**src/hw/rtl/assert_macros.svh**
```systemverilog
// Assertion helpers for the RTL file that checks its own logic.
`ifndef ASSERT_MACROS_SVH
`define ASSERT_MACROS_SVH

// Same-cycle implication, disabled while reset is high.
`define ASSERT_IMPLIES(lbl, clk, rst, ante, cons) \
   lbl: assert property (@(posedge clk) disable iff (rst) (ante) |-> (cons)) \
      else $error("assertion failed: same-cycle implication");

// Next-cycle implication, disabled while reset is high.
`define ASSERT_NEXT(lbl, clk, rst, ante, cons) \
   lbl: assert property (@(posedge clk) disable iff (rst) (ante) |=> (cons)) \
      else $error("assertion failed: next-cycle implication");

`endif

```
**src/hw/rtl/ppd_pkg.sv**
```systemverilog
`timescale 1ns / 1ps
`default_nettype none

package ppd_pkg;

   // Line buffer geometry
   localparam int MAX_ROW_WIDTH = 1024;
   localparam int COL_W         = $clog2(MAX_ROW_WIDTH + 1);
   localparam int ADDR_W        = $clog2(MAX_ROW_WIDTH);
   localparam int ROW_WIDTH_W   = 11;
   localparam int CMP_W         = (COL_W > ROW_WIDTH_W) ? COL_W : ROW_WIDTH_W;

   // Sample and register file widths
   localparam int DATA_W     = 64;
   localparam int SIZE_W     = 2;
   localparam int CSR_ADDR_W = 3;
   localparam int CSR_DATA_W = 32;

   // Register indexes (word address bit 2)
   localparam logic REG_ROW_WIDTH = 1'b0;
   localparam logic REG_ELT_SIZE  = 1'b1;

   // Element size codes
   localparam logic [SIZE_W-1:0] SIZE_1B = 2'd0;
   localparam logic [SIZE_W-1:0] SIZE_2B = 2'd1;
   localparam logic [SIZE_W-1:0] SIZE_4B = 2'd2;
   localparam logic [SIZE_W-1:0] SIZE_8B = 2'd3;

   typedef struct packed {
      logic [ROW_WIDTH_W-1:0] row_width;
      logic [SIZE_W-1:0]      elt_size_code;
   } cfg_type;

   // Position of the item entering the line buffer read
   typedef struct packed {
      logic [ADDR_W-1:0] addr;
      logic              col_zero;
      logic              first_row;
      logic              in_store;
   } pos_type;

   typedef struct packed {
      logic s1_busy;
      logic s1_adv;
   } stat_type;

   function automatic logic [DATA_W-1:0] size_mask(input logic [SIZE_W-1:0] code);
      logic [DATA_W-1:0] m;
      unique case (code)
         SIZE_1B: m = 64'h0000_0000_0000_00FF;
         SIZE_2B: m = 64'h0000_0000_0000_FFFF;
         SIZE_4B: m = 64'h0000_0000_FFFF_FFFF;
         SIZE_8B: m = 64'hFFFF_FFFF_FFFF_FFFF;
         default: m = 64'hFFFF_FFFF_FFFF_FFFF;
      endcase
      return m;
   endfunction

endpackage

`default_nettype wire

```
**src/hw/rtl/ppd_csr.sv**
```systemverilog
`timescale 1ns / 1ps
`default_nettype none

module ppd_csr import ppd_pkg::*; (
   input  wire                    clock,
   input  wire                    reset,
   input  wire                    psel,
   input  wire                    penable,
   input  wire                    pwrite,
   input  wire [CSR_ADDR_W-1:0]   paddr,
   input  wire [CSR_DATA_W-1:0]   pwdata,
   output logic [CSR_DATA_W-1:0]  prdata,
   output logic                   pready,
   output cfg_type                cfg
);

   cfg_type cfg_ff;
   cfg_type cfg_in;
   logic    wr_en;

   assign pready = 1'b1;
   assign wr_en  = psel && penable && pwrite && pready;

   // Decode the write
   always_comb begin
      cfg_in = cfg_ff;
      if (wr_en) begin
         unique case (paddr[2])
            REG_ROW_WIDTH: cfg_in.row_width     = pwdata[ROW_WIDTH_W-1:0];
            REG_ELT_SIZE:  cfg_in.elt_size_code = pwdata[SIZE_W-1:0];
            default:       cfg_in = cfg_ff;
         endcase
      end
   end

   always_ff @(posedge clock) begin
      if (reset) begin
         cfg_ff <= '0;
      end else begin
         cfg_ff <= cfg_in;
      end
   end

   // Read back
   always_comb begin
      unique case (paddr[2])
         REG_ROW_WIDTH: prdata = CSR_DATA_W'(cfg_ff.row_width);
         REG_ELT_SIZE:  prdata = CSR_DATA_W'(cfg_ff.elt_size_code);
         default:       prdata = '0;
      endcase
   end

   assign cfg = cfg_ff;

endmodule

`default_nettype wire

```
**config.mk**
```make
export PLATFORM = sky130hd
export DESIGN_NAME = ppd_csr
export DESIGN_NICKNAME = d
export VERILOG_FILES = /design/src/hw/rtl/assert_macros.svh /design/src/hw/rtl/ppd_pkg.sv /design/src/hw/rtl/ppd_csr.sv
export SDC_FILE = /design/constraint.sdc
export NUM_CORES = 1
export LEC_CHECK = 0
export ABC_AREA = 1
export BUFFER_PORTS_ARGS = -buffer_cell sky130_fd_sc_hd__buf_4
export CORE_UTILIZATION = 39
export CTS_CLUSTER_DIAMETER = 100
export DETAILED_ROUTE_END_ITERATION = 12
export GPL_TIMING_DRIVEN = 0
export PLACE_DENSITY = 0.83
export SETUP_SLACK_MARGIN = 0.15
export SLEW_MARGIN = 5
export SYNTH_ARGS = -nofsm -noshare
export SYNTH_HDL_FRONTEND = slang
export SYNTH_SLANG_ARGS = --single-unit
```
**constraint.sdc**
```tcl
create_clock -name clock -period 1 [get_ports clock]
set_input_delay 0 -clock clock [delete_from_list [all_inputs] [get_ports clock]]
set_output_delay 0 -clock clock [all_outputs]
set_load 0.1 [all_outputs]
```
Word-level counts from Yosys, hierarchy flattened
Cells that the tools add are included.
Word-level totals
  bits in registers: 13
  bits in latches: 0
  RAM bits: 0
  memory bits (read-only): 0
  input bits: 40
  memories: 0
Cells by class
  add/subtract/negate cells: 0
  multipliers: 0
  divide/modulo/power cells: 0
  $lt $le $gt $ge: 0
  eq/ne operators: 0
  shift-type cells: 0
  muxes and demuxes: 1
  bitwise logic cells: 1
  reductions and logical operators: 4
Operator list (count)
  $pmux W32 S2: 1
  $reduce_and A2 Y1: 2
  $logic_and A1 B1 Y1: 2
  $not A1 Y1: 1

Logic depth before layout (Yosys ltp)
  depth in word-level cells: 3
  mapped depth: 6
  gate-level depth less buffers: 5

Worst setup path before layout
Ideal clock, no wire load.
  path kind: register to output
  start: register cfg_ff (netlist bit cfg[12])
  end: output port prdata[10]
  data arrival time: 2.314 ns
  required time: 1.000 ns
  slack: -1.314 ns
  cell stages (with the launch flop): 3
  path buffers: 0
  cell sequence: dfxtp_1 inv_1 nor2_1
On the way
  word-level cells in the longest chain between the ends: 1
RTL lines
  start, declared: line ppd_csr.sv:17  | cfg_type cfg_ff;
  start signal, assigned: line ppd_csr.sv:40  | cfg_ff <= cfg_in;
  $pmux W32 S2: line ppd_csr.sv:46  | unique case (paddr[2])
  end, declared: line ppd_csr.sv:12  | output logic [CSR_DATA_W-1:0] prdata,
No other way between the ends. The select of a mux whose other input is x is not followed.

Worst setup path in the final report
  start: register cfg_ff (netlist bit cfg[10])
  end: output port prdata[8]
Same word-level chain as after synthesis.

==> impl_summary.txt <==
----------------------------------------------------
[Cells and area]
  Share of final-layout standard cells stronger than drive strength 1 ... 60.8%
  Nets ... 253
  Flip-flop count of the largest register after layout ... 13
  Total non-filler cell area in the finished layout ... 0.00195 mm²
  Layout Area Growth over Synthesis ... 118%
  Antenna Cells ... 0
  Final standard cell count with taps included and fillers excluded ... 239

[Clock network]
  H-tree depth ... 1
  Clk sinks ... 13
  Latest clock arrival within the worst-skew pair ... 300 ps
  Inserted Clock Buffers ... 3
  CTS Buffer Depth ... 2
  TritonCTS clock tree ... done
  Root Driver ... sky130_fd_sc_hd__clkbuf_4
  Clk pin slew, worst setup/hold paths ... 90 ps

[Synth]
  Multiplexer fraction of the synthesized cell area ... 0%
  Share of synthesized cell area in full adder, half adder and majority cells ... 0%
  Avg Cell Area, Syn ... 6.53 µm²
  Leading post-synthesis cells by instance count ... 37 x sky130_fd_sc_hd__nor2_1, 23 x sky130_fd_sc_hd__buf_4, 22 x sky130_fd_sc_hd__inv_1, 20 x sky130_fd_sc_hd__nand2_1, 13 x sky130_fd_sc_hd__dfxtp_1
  Xor/xnor share of the synthesized area ... 0%
  Ys flop type ... sky130_fd_sc_hd__dfxtp_1
  Fraction of registers with async set/reset ... 0%
  Fraction of post-synthesis cell area in the top cell type by area ... 29.1%
  Fraction of the mapped netlist area in compound gates ... 0%
  Most repeated cell in the gate-level netlist after synthesis ... sky130_fd_sc_hd__nor2_1
  Register bit total from synthesis ... 13
  Cell area after technology mapping ... 895 µm²
  Post-synth EDFFs ... 0
  Distinct cells, synth ... 12
  Instance count of the mapped netlist ... 137
  Top cells by area, synth ... sky130_fd_sc_hd__dfxtp_1 29%, sky130_fd_sc_hd__buf_4 19%, sky130_fd_sc_hd__nor2_1 16%
  Dominant combinational cell family by area after synthesis ... simple AND/OR/NAND/NOR gates
  Biggest area consumer among synthesized cells ... sky130_fd_sc_hd__dfxtp_1
  Sequential-to-total area share from yosys stat ... 29.1%
  Area fraction in and, or, nand and nor cells after synthesis ... 37.5%
  Yosys warning count ... 0

[Setup path]
  Launching element type of the critical path ... flip-flop
  Crit path DAT ... 1050 ps
  Category of the critical setup timing path ... flip-flop to primary output
  Worst r2r path cells ... 4
  Reg2reg setup slack ... 190 ps
  Type of element capturing the critical path ... primary output
  Crit path max fanout ... 3
  Source of the worst register-to-register timing path ... cfg[4]
  R2r endpoint ... cfg[4]
  Required @ worst endpoint ... 1000 ps

[Floorplanning]
  Number of top-level design ports ... 86
  Starting density of the core ... 43.4%
  DIE WIDTH ... 49.9 µm
  Standard cell core area ... 0.00206 mm²
  Std-Cell Rows ... 16
  Die Y ... 49.9 µm
  Die ar. ... 0.00249 mm²

[Place]
  Cell total after placement ... 224
  IO Port Bufs ... 40
  Placed standard-cell area ... 0.00147 mm²
  Post-detail-place hpwl ... 1.74 mm
  Gpl congestion ... 0.747

[Hold path]
  Origin of the worst min-delay path ... pwdata[9]
  Min-Delay Endpoint ... cfg[11]
  Worst hold path stage count ... 5
  Type of the worst min-delay path ... input port to flip-flop

[GRT]
  Initial antenna violation count ... 0
  Wire length of the first global-routing pass ... 4.28 mm
  Overall overflow remaining after global route ... 0
  Number of global-route vias before repair ... 988
  Maximum number of pins on one net before global-route repair ... 11
  Total global routing track utilization ... 23.0%

[Timing]
  Period Utilization, post-route ... 105%
  Final-report setup violation count ... 9
  Highest Clock Rate ... 0.953 GHz
  Worst clock skew ... 0 ps
  RSZ-0062 raised after global routing ... true
  Final setup margin ... -49.0 ps
  Final hold viol count ... 0
  Total count of max-transition violations in the final report ... 0
  Time the worst path needs with I/O delays and setup ... 1050 ps

[Detailed routing]
  Detailed-routing iteration count for the pre-antenna-repair pass ... 4
  Remaining antenna violation count after routing ... 0
  Total number of vias ... 1155
  Total wirelength of the detailed-routed design ... 4.06 mm
  DRC errors left ... 0
  Mean number of vias per cell ... 4.83
  Routed length per instance ... 17.0 µm
  1st-iter DRT viols ... 31

[Pwr]
  Static leakage power ... 0.950 nW
  Worst ir drop on vdd ... 909 µV
  Total power divided by cell area ... 1010 mW/mm²

[Status]
  Failing checks ... negative setup slack
  Run status ... finished with violations

[Flow run]
  Number of max-capacitance violations reported ... 0

----------------------------------------------------
[area by class of cell]
type / count / area (µm²)
timing repair buffer: 51 / 716
multi-input combinational: 94 / 558
sequential: 13 / 309
inverter: 23 / 104
fill: 65 / 108
tap: 27 / 33.8
clock buffer: 4 / 26.3
buffer: 27 / 208
[layer usage]
metal | up-vias | share of wire (%) | GRT usage [%]
met4 | 0 | 5.6 | 9.52
met1 | 542 | 37 | 22.0
li1 | 503 | - | -
met2 | 84 | 48 | 45.5
met5 | - | 0 | 0
met3 | 26 | 8.6 | 5.56
[worst max-delay path by stage]
stage | from | end | cells after the start
floorplan | cfg[12] | prdata[10] | 2
global placement | paddr[2] | prdata[1] | 5
detailed placement | paddr[2] | prdata[1] | 5
CTS | cfg[4] | prdata[2] | 3
global route | cfg[10] | prdata[8] | 3
finish | cfg[10] | prdata[8] | 3
[cells by family after synthesis]
group / Yosys count
buffers and inverters: 50
and+or+nand+nor: 72
DFF: 13
other: 2
[critical path: stages (launching register included)]
cell and delay (ps):
sky130_fd_sc_hd__dfxtp_4 400, sky130_fd_sc_hd__inv_4 50, sky130_fd_sc_hd__nor2_4 120, sky130_fd_sc_hd__buf_12 180
[layout by cell type (no fill, tap or decap)]
| master | n |
|---|---|
| sky130_fd_sc_hd__dlygate4sd3_1 | 1 |
| sky130_fd_sc_hd__buf_6 | 10 |
| sky130_fd_sc_hd__inv_2 | 3 |
| sky130_fd_sc_hd__clkbuf_4 | 3 |
| sky130_fd_sc_hd__nor2_1 | 26 |
| sky130_fd_sc_hd__buf_2 | 1 |
| sky130_fd_sc_hd__nand3_1 | 6 |
| sky130_fd_sc_hd__inv_4 | 7 |
| sky130_fd_sc_hd__conb_1 | 22 |
| sky130_fd_sc_hd__nand3_2 | 8 |
| sky130_fd_sc_hd__nor2_2 | 1 |
| sky130_fd_sc_hd__nand2_1 | 14 |
| sky130_fd_sc_hd__nand2_8 | 2 |
| sky130_fd_sc_hd__nand2_4 | 4 |
| sky130_fd_sc_hd__dfxtp_4 | 13 |
| sky130_fd_sc_hd__clkbuf_1 | 1 |
| sky130_fd_sc_hd__inv_1 | 13 |
| sky130_fd_sc_hd__buf_12 | 24 |
| sky130_fd_sc_hd__buf_4 | 42 |
| sky130_fd_sc_hd__nor2_4 | 11 |
[metrics by stage]
stage               TNS (ps)  setup slack, ps  hold WS, ps  power, mW  utilization, %
finish                  -209            -49.0         32.4       1.96            94.8
global route            -405            -56.8         62.6       2.00            94.8
CTS                        0             40.6         34.4       1.81            83.6
detailed placement      -100             -100          282       1.43            71.4
global placement       -86.8            -86.8          269       1.42            71.4
floorplan               -891            -99.0          167       1.31               -
[report_power, final]
part	switching (mW)	total, mW	internal [mW]
clock	0.214	0.369	0.156
sequential	0.0315	0.546	0.514
combinational	0.761	1.05	0.288
[repair_timing]
action	in CTS	in global routing
hold buffers	1	0
hold endpoints to repair	3	0
endpoints found under the setup margin	24	23
pin swaps	10	11
gates resized for setup	53	40
setup buffers	0	10
Power figures use the tool's default switching activity.
