--- src/hw/rtl/assert_macros.svh ---
// Assertion helpers for the RTL file that checks its own logic.
`ifndef ASSERT_MACROS_SVH
`define ASSERT_MACROS_SVH

// Same-cycle implication, disabled while reset is high.
`define ASSERT_IMPLIES(lbl, clk, rst, ante, cons) \
   lbl: assert property (@(posedge clk) disable iff (rst) (ante) |-> (cons)) \
      else $error("assertion failed: same-cycle implication");

// Next-cycle implication, disabled while reset is high.
`define ASSERT_NEXT(lbl, clk, rst, ante, cons) \
   lbl: assert property (@(posedge clk) disable iff (rst) (ante) |=> (cons)) \
      else $error("assertion failed: next-cycle implication");

`endif

--- src/hw/rtl/ppd_pkg.sv ---
`timescale 1ns / 1ps
`default_nettype none

package ppd_pkg;

   // Line buffer geometry
   localparam int MAX_ROW_WIDTH = 1024;
   localparam int COL_W         = $clog2(MAX_ROW_WIDTH + 1);
   localparam int ADDR_W        = $clog2(MAX_ROW_WIDTH);
   localparam int ROW_WIDTH_W   = 11;
   localparam int CMP_W         = (COL_W > ROW_WIDTH_W) ? COL_W : ROW_WIDTH_W;

   // Sample and register file widths
   localparam int DATA_W     = 64;
   localparam int SIZE_W     = 2;
   localparam int CSR_ADDR_W = 3;
   localparam int CSR_DATA_W = 32;

   // Register indexes (word address bit 2)
   localparam logic REG_ROW_WIDTH = 1'b0;
   localparam logic REG_ELT_SIZE  = 1'b1;

   // Element size codes
   localparam logic [SIZE_W-1:0] SIZE_1B = 2'd0;
   localparam logic [SIZE_W-1:0] SIZE_2B = 2'd1;
   localparam logic [SIZE_W-1:0] SIZE_4B = 2'd2;
   localparam logic [SIZE_W-1:0] SIZE_8B = 2'd3;

   typedef struct packed {
      logic [ROW_WIDTH_W-1:0] row_width;
      logic [SIZE_W-1:0]      elt_size_code;
   } cfg_type;

   // Position of the item entering the line buffer read
   typedef struct packed {
      logic [ADDR_W-1:0] addr;
      logic              col_zero;
      logic              first_row;
      logic              in_store;
   } pos_type;

   typedef struct packed {
      logic s1_busy;
      logic s1_adv;
   } stat_type;

   function automatic logic [DATA_W-1:0] size_mask(input logic [SIZE_W-1:0] code);
      logic [DATA_W-1:0] m;
      unique case (code)
         SIZE_1B: m = 64'h0000_0000_0000_00FF;
         SIZE_2B: m = 64'h0000_0000_0000_FFFF;
         SIZE_4B: m = 64'h0000_0000_FFFF_FFFF;
         SIZE_8B: m = 64'hFFFF_FFFF_FFFF_FFFF;
         default: m = 64'hFFFF_FFFF_FFFF_FFFF;
      endcase
      return m;
   endfunction

endpackage

`default_nettype wire

--- src/hw/rtl/ppd_position.sv ---
`timescale 1ns / 1ps
`default_nettype none

module ppd_position import ppd_pkg::*; (
   input  wire      clock,
   input  wire      reset,
   input  cfg_type  cfg,
   input  wire      accept,
   input  wire      last,
   output pos_type  pos
);

   logic [COL_W-1:0] col_ff;
   logic [COL_W-1:0] col_in;
   logic             first_ff;
   logic             first_in;

   logic [CMP_W-1:0] rw_ext;
   logic [CMP_W-1:0] eff_w;
   logic             wrap_pre;
   logic             wrap_post;
   logic [COL_W-1:0] col_cur;
   logic             first_cur;
   logic             in_store;
   logic [COL_W-1:0] col_inc;

   // Clamp the row width to the line buffer depth
   always_comb begin
      rw_ext = CMP_W'(cfg.row_width);
      eff_w  = (rw_ext > CMP_W'(MAX_ROW_WIDTH)) ? CMP_W'(MAX_ROW_WIDTH) : rw_ext;
   end

   // End the row early if the width shrank under the current column
   assign wrap_pre  = (eff_w != '0) && (CMP_W'(col_ff) >= eff_w);
   assign col_cur   = wrap_pre ? '0 : col_ff;
   assign first_cur = first_ff && !wrap_pre;
   assign in_store  = col_cur < COL_W'(MAX_ROW_WIDTH);

   // Advance, saturating at the buffer depth in single-row mode
   assign col_inc   = in_store ? COL_W'(col_cur + 1'b1) : col_cur;
   assign wrap_post = (eff_w != '0) && (CMP_W'(col_inc) >= eff_w);

   always_comb begin
      col_in   = col_ff;
      first_in = first_ff;
      if (accept) begin
         if (last) begin
            col_in   = '0;
            first_in = 1'b1;
         end else if (wrap_post) begin
            col_in   = '0;
            first_in = 1'b0;
         end else begin
            col_in   = col_inc;
            first_in = first_cur;
         end
      end
   end

   always_ff @(posedge clock) begin
      if (reset) begin
         col_ff   <= '0;
         first_ff <= 1'b1;
      end else begin
         col_ff   <= col_in;
         first_ff <= first_in;
      end
   end

   always_comb begin
      pos.addr      = col_cur[ADDR_W-1:0];
      pos.col_zero  = (col_cur == '0);
      pos.first_row = first_cur;
      pos.in_store  = in_store;
   end

endmodule

`default_nettype wire

--- config.mk ---
export PLATFORM = sky130hd
export DESIGN_NAME = ppd_position
export DESIGN_NICKNAME = d
export VERILOG_FILES = /design/src/hw/rtl/assert_macros.svh /design/src/hw/rtl/ppd_pkg.sv /design/src/hw/rtl/ppd_position.sv
export SDC_FILE = /design/constraint.sdc
export NUM_CORES = 1
export LEC_CHECK = 0
export BUFFER_PORTS_ARGS = -buffer_cell sky130_fd_sc_hd__buf_2
export CORE_ASPECT_RATIO = 0.8
export CORE_MARGIN = 5
export CORE_UTILIZATION = 40
export DETAILED_ROUTE_END_ITERATION = 8
export SLEW_MARGIN = 10
export SYNTH_ARGS = -nofsm -noshare
export SYNTH_HDL_FRONTEND = slang
export SYNTH_SLANG_ARGS = --single-unit
export TNS_END_PERCENT = 20
--- constraint.sdc ---
create_clock -name clock -period 6.44 [get_ports clock]
set_input_delay 1.288 -clock clock [delete_from_list [all_inputs] [get_ports clock]]
set_output_delay 1.288 -clock clock [all_outputs]
set_load 0.05 [all_outputs]
==> Yosys cells after proc, flatten, opt, wreduce, memory -nomap -nowiden <==
Cells that the tools add are included.
{ "op_classes": {"addsub": 1, "magnitude_cmp": 4, "n_mux": 7, "reduce_logical": 6} }
{ "op_table": {"columns": ["operator", "count"], "rows": [
  ["11-bit 2-to-1 mux", 5],
  ["11-bit greater-or-equal comparator", 2],
  ["11-bit by 1-bit adder with 11-bit output (second input constant)", 1],
  ["11-bit greater-than comparator (second input constant)", 1],
  ["11-bit logical NOT", 1],
  ["11-bit less-than comparator (second input constant)", 1],
  ["11-bit nonzero test", 1],
  ["1-bit logical AND", 3],
  ["1-bit 2-to-1 mux", 2],
  ["1-bit logical NOT", 1]
]} }
{ "totals": {"ff_bits": 12, "input_bits": 17, "output_inout_bits": 13, "word_cells": 20} }

==> Logic depth before layout (Yosys ltp) <==
{ "logic_depth": {"word_depth": 11, "mapped_depth": 24, "depth_no_buf": 22} }

==> Worst setup path after synthesis <==
Ideal clock, no wire load.
{ "synth_timing": {"kind": "input -> register", "startpoint": "input port cfg[12] (netlist bit)", "endpoint": "register col_ff[1]", "setup_time_ns": 0.073, "t_arrival_ns": 5.928, "required_ns": 6.367, "setup_slack_ns": 0.439, "stages": 24, "n_path_buf": 2, "cell_sequence": "clkinv_1 -> nand2_1 -> ha_1 -> a21o_1 -> a221o_1 -> a41oi_2 -> o21a_1 -> buf_2 -> nand2_1 -> inv_1 -> ha_1 -> nand4b_2 -> nor2_1 -> nand3_1 -> xor2_1 -> nor2_1 -> ha_1 -> nand2_1 -> nand3_1 -> or4_4 -> a31oi_4 -> buf_6 -> o2111ai_1 -> o211ai_2"} }
{ "synth_rtl": {"columns": ["item", "line_no", "text"], "rows": [
  ["from (decl)", "ppd_position.sv:7", "input cfg_type cfg,"],
  ["to (signal assigned)", "ppd_position.sv:65", "col_ff <= col_in;"],
  ["to (decl)", "ppd_position.sv:13", "logic [COL_W-1:0] col_ff;"]
]} }

==> Worst setup path after layout <==
{ "layout_timing": {"startpoint": "input port cfg[12] (netlist bit)", "endpoint": "register col_ff[0]"} }
{ "layout_between": {"elab_chain_len": 11, "word_cells_on_any_way": 13, "classes_between": "add/sub: 1; order compare: 4; mux: 5; reduce/logical: 3"} }
{ "layout_lines": {"columns": ["item", "line_no", "text"], "rows": [
  ["11-bit greater-than comparator", "ppd_position.sv:30", "eff_w = (rw_ext > CMP_W'(MAX_ROW_WIDTH)) ? CMP_W'(MAX_ROW_WIDTH) : rw_ext;"],
  ["11-bit 2-to-1 mux (*)", "ppd_position.sv:30", null],
  ["11-bit greater-or-equal comparator / 11-bit nonzero test (equally long branches)", "ppd_position.sv:34, ppd_position.sv:41", null],
  ["1-bit logical AND", "ppd_position.sv:34", "assign wrap_pre = (eff_w != '0) && (CMP_W'(col_ff) >= eff_w);"],
  ["11-bit 2-to-1 mux", "ppd_position.sv:35", "assign col_cur = wrap_pre ? '0 : col_ff;"],
  ["11-bit by 1-bit adder with 11-bit output / 11-bit less-than comparator (equally long branches)", "ppd_position.sv:40, ppd_position.sv:37", null],
  ["11-bit 2-to-1 mux", "ppd_position.sv:40", "assign col_inc = in_store ? COL_W'(col_cur + 1'b1) : col_cur;"],
  ["11-bit greater-or-equal comparator", "ppd_position.sv:41", "assign wrap_post = (eff_w != '0) && (CMP_W'(col_inc) >= eff_w);"],
  ["1-bit logical AND", "ppd_position.sv:41", null],
  ["11-bit 2-to-1 mux (*)", "ppd_position.sv:50", "end else if (wrap_post) begin"],
  ["11-bit 2-to-1 mux (*)", "ppd_position.sv:47", "if (last) begin"]
]} }
Mark *: on every way between the ends. The rest lies on a longest branch, timed or not.
A chain may end at the register's enable or synchronous reset.

==> load_flow_metrics.sql <==
INSERT INTO impl_metrics (metric_group, metric, value, unit) VALUES
('synthesis', 'syn_area_per_cell', '7.25', 'sq um'),
('worst_setup_path', 'regToRegStartpoint', 'col_ff[7]', ''),
('run_status', 'outcome', 'finished clean', ''),
('cts', 'cts_buffer_depth', '2', ''),
('pwr', 'ir_drop', '0.0698', 'mV'),
('cts', 'ctsRootBufferMaster', 'sky130_fd_sc_hd__clkbuf_8', ''),
('route', 'routed_via_density', '5.64', ''),
('route', 'vias', '1811', ''),
('worst_setup_path', 'critPathMaxFanout', '8', ''),
('route', 'wirelength', '4780', 'um'),
('synthesis', 'synth_async_sr_flop_share', '0', '%'),
('pwr', 'power.internal', '148', 'uW'),
('sta', 'setup_viol_count_final', '0', ''),
('cts', 'post_cts_resized', '0', ''),
('place', 'globalplace.congestion', '0.874', ''),
('pwr', 'combPwrFrac', '24.2', '%'),
('floorplanning', 'initial_core_util', '41.7', '%'),
('sta', 'slew_headroom', '44.1', '%'),
('sta', 'setup-tns-final', '0', 'ps'),
('sta', 'final_period_minus_worst_setup_slack', '5850', 'ps'),
('place', 'hpwlAfterDp', '3760', 'um'),
('cts', 'clock_latency', '250', 'ps'),
('worst_setup_path', 'crit_required', '6610', 'ps'),
('floorplanning', 'design.core.area', '4230', 'sq um'),
('pwr', 'switching_share', '30.7', '%'),
('synthesis', 'yosys-top-cells-area', 'sky130_fd_sc_hd__ha_1 17%, sky130_fd_sc_hd__dfxtp_1 14%, sky130_fd_sc_hd__nand2_1 7.2%', ''),
('cts', 'path_clk_slew', '60', 'ps'),
('floorplanning', 'row_count', '21', ''),
('synthesis', 'largest_area_contributor_in_the_synthesized_netlist', 'sky130_fd_sc_hd__ha_1', ''),
('worst_setup_path', 'timing.critical_path.from', 'cfg[12]', ''),
('pwr', 'power.switching', '65.8', 'uW'),
('cts', 'clock_sink_count', '12', ''),
('worst_setup_path', 'critical_path_arrival', '6020', 'ps'),
('synthesis', 'synth_ff_type', 'sky130_fd_sc_hd__dfxtp_1', ''),
('synthesis', 'synth-edff-count', '0', ''),
('synthesis', 'yosys_warnings', '0', ''),
('pwr', 'seq_power_share', '35.6', '%'),
('route', 'routed_wire_length_per_instance', '14.9', 'um'),
('place', 'detailed_place.area', '1940', 'sq um'),
('sta', 'grt_setup_unrepaired', 'no', ''),
('worst_setup_path', 'kind_of_end_point_of_the_critical_path', 'register', ''),
('synthesis', 'ffs_latches_synth', '12', ''),
('cts', 'ctsHoldBuffers', '0', ''),
('sta', 'max_clock_freq', '171', 'MHz'),
('sta', 'finClkSkew', '5.20', 'ps'),
('pwr', 'share_clk_of_total_power', '40.1', '%'),
('cts', 'tritoncts', 'built', ''),
('synthesis', 'synth_sequential_area_ratio', '13.6', '%'),
('synthesis', 'yosys.area.top_type_share', '17.0', '%'),
('grt', 'grt_usage', '16.5', '%'),
('worst_hold_path', 'holdCritPathClass', 'register to register', ''),
('cells_and_area', 'n_antenna_cell', '0', ''),
('synthesis', 'postSynthNetCount', '284', ''),
('worst_hold_path', 'holdCritStartpoint', 'first_ff', ''),
('grt', 'global_route.overflow_total', '0', ''),
('floorplanning', 'chipWidth', '84.2', 'um'),
('pwr', 'p_per_area', '107', 'nW/um^2'),
('sta', 'finalCritPeriodShare', '90.9', '%'),
('place', 'numPortBuffers', '27', ''),
('sta', 'finalHoldViolCount', '0', ''),
('worst_setup_path', 'cp-start-kind', 'input port', ''),
('cells_and_area', 'finalNetCount', '306', ''),
('run', 'count_of_maximum_capacitance_violations', '0', ''),
('synthesis', 'synthesis.area', '1760', 'sq um'),
('grt', 'grt_antenna_before_repair', '0', ''),
('floorplanning', 'fp.dieH', '69.4', 'um'),
('route', 'drc', '0', ''),
('grt', 'wire_length_of_the_first_global_routing_pass', '8040', 'um'),
('route', 'drtPass1Iterations', '4', ''),
('cells_and_area', 'layout-drive-gt1-share', '19.3', '%'),
('route', 'dr.first_iter.drc_count', '93', '');
area by class of cell:
cell class	instances	area [sq um]
sequential	12	240
clock buffer	4	55.1
multi-input combinational	202	1390
tap	57	71.3
timing repair buffer	37	210
fill	434	2230
inverter	9	33.8
sequential cells by signal (all words and copies together), names as in the netlist:
signal / count
col_ff: 11
first_ff: 1
cell usage after synthesis, types with 4 or more instances:
library cell	n
sky130_fd_sc_hd__dfxtp_1	12
sky130_fd_sc_hd__o211ai_1	10
sky130_fd_sc_hd__a21oi_1	9
sky130_fd_sc_hd__and3_1	11
sky130_fd_sc_hd__nor2_1	16
sky130_fd_sc_hd__clkbuf_1	11
sky130_fd_sc_hd__ha_1	24
sky130_fd_sc_hd__nand3_1	8
sky130_fd_sc_hd__o21ai_0	9
sky130_fd_sc_hd__and2_1	11
sky130_fd_sc_hd__nor4_1	6
sky130_fd_sc_hd__nor3_1	10
sky130_fd_sc_hd__buf_2	4
sky130_fd_sc_hd__xor2_1	5
sky130_fd_sc_hd__inv_1	8
sky130_fd_sc_hd__nand2_1	34
critical path, stage by stage:
cell                       delay, ps
sky130_fd_sc_hd__buf_2           120
sky130_fd_sc_hd__clkinv_1        200
sky130_fd_sc_hd__nand2_1         200
sky130_fd_sc_hd__ha_1            260
sky130_fd_sc_hd__a21o_1          160
sky130_fd_sc_hd__a221o_1         350
sky130_fd_sc_hd__a41oi_2         190
sky130_fd_sc_hd__o21a_1          250
sky130_fd_sc_hd__and2_1          190
sky130_fd_sc_hd__ha_1            220
sky130_fd_sc_hd__nand4b_2        130
sky130_fd_sc_hd__nor2_1          240
sky130_fd_sc_hd__nand3_1         150
sky130_fd_sc_hd__xor2_1          180
sky130_fd_sc_hd__nor2_1          110
sky130_fd_sc_hd__ha_1            260
sky130_fd_sc_hd__nand2_1         100
sky130_fd_sc_hd__nand3_1         110
sky130_fd_sc_hd__or4_4           550
sky130_fd_sc_hd__a31oi_4         350
sky130_fd_sc_hd__o21ai_0         190
sky130_fd_sc_hd__o211ai_1        230
power by group through the flow:
stage / sequential (mW) / clock [mW] / combinational (mW)
6_report: 0.0763 / 0.0859 / 0.0518
4_1_cts: 0.0763 / 0.0886 / 0.0517
3_3_place_gp: 0.0778 / 0 / 0.0510
3_5_place_dp: 0.0779 / 0 / 0.0514
5_1_grt: 0.0764 / 0.0926 / 0.0570
2_1_floorplan: 0.0769 / 0 / 0.0367
layer usage:
layer | vias to the layer above | share of wire (%) | track usage (%)
met4 | 0 | 0 | 1.79
met3 | 0 | 4.9 | 3.21
met5 | - | 0 | 0
met2 | 38 | 45 | 25.5
met1 | 849 | 50 | 24.2
li1 | 924 | - | -
per-stage QoR:
stage,utilization [%],hold slack [ps],std cells,setup WS (ps),total power [mW]
floorplan,-,437,243,439,0.114
global placement,45.9,454,317,381,0.129
detailed placement,45.9,479,317,384,0.129
CTS,47.2,490,321,603,0.217
global route,47.2,508,321,269,0.226
finish,47.2,479,321,587,0.214
path summary, 6_finish.rpt:
kind	to	slack (ps)	depth (start not counted)
setup / recovery	col_ff[0]	590	22
setup reg to reg	col_ff[0]	1530	19
hold / removal	first_ff	480	2
hold reg to reg	first_ff	480	2
logic make-up after synthesis:
logic type | count (synthesis) | synth area share (%)
simple gates | 116 | 34.6
compound gates | 54 | 22.9
buf+inv | 29 | 7.81
fa+ha+maj | 24 | 17.0
flops | 12 | 13.6
xor+xnor | 8 | 3.97
cell usage in the layout, fill, tap and decap left out, types with 2 or more instances in the layout:
| cell type | instances |
|---|---|
| sky130_fd_sc_hd__xor2_1 | 5 |
| sky130_fd_sc_hd__o211ai_1 | 10 |
| sky130_fd_sc_hd__nor2b_1 | 3 |
| sky130_fd_sc_hd__o2111ai_1 | 2 |
| sky130_fd_sc_hd__nor3_1 | 10 |
| sky130_fd_sc_hd__dfxtp_1 | 12 |
| sky130_fd_sc_hd__and3_1 | 11 |
| sky130_fd_sc_hd__and4_1 | 3 |
| sky130_fd_sc_hd__nand3_1 | 8 |
| sky130_fd_sc_hd__nand4b_2 | 2 |
| sky130_fd_sc_hd__nand4_1 | 3 |
| sky130_fd_sc_hd__inv_1 | 8 |
| sky130_fd_sc_hd__a21oi_1 | 9 |
| sky130_fd_sc_hd__a21boi_0 | 3 |
| sky130_fd_sc_hd__ha_1 | 24 |
| sky130_fd_sc_hd__nand2b_1 | 3 |
| sky130_fd_sc_hd__o221ai_1 | 2 |
| sky130_fd_sc_hd__nor2_1 | 16 |
| sky130_fd_sc_hd__clkbuf_8 | 4 |
| sky130_fd_sc_hd__nand2_1 | 34 |
| sky130_fd_sc_hd__buf_4 | 10 |
| sky130_fd_sc_hd__and2_1 | 11 |
| sky130_fd_sc_hd__xnor2_1 | 3 |
| sky130_fd_sc_hd__buf_2 | 27 |
| sky130_fd_sc_hd__a211oi_1 | 2 |
| sky130_fd_sc_hd__o21a_1 | 2 |
| sky130_fd_sc_hd__nor4_1 | 6 |
| sky130_fd_sc_hd__a221oi_1 | 2 |
| sky130_fd_sc_hd__a21o_1 | 3 |
| sky130_fd_sc_hd__o21ai_0 | 9 |
(Power assumes the default switching activity.)
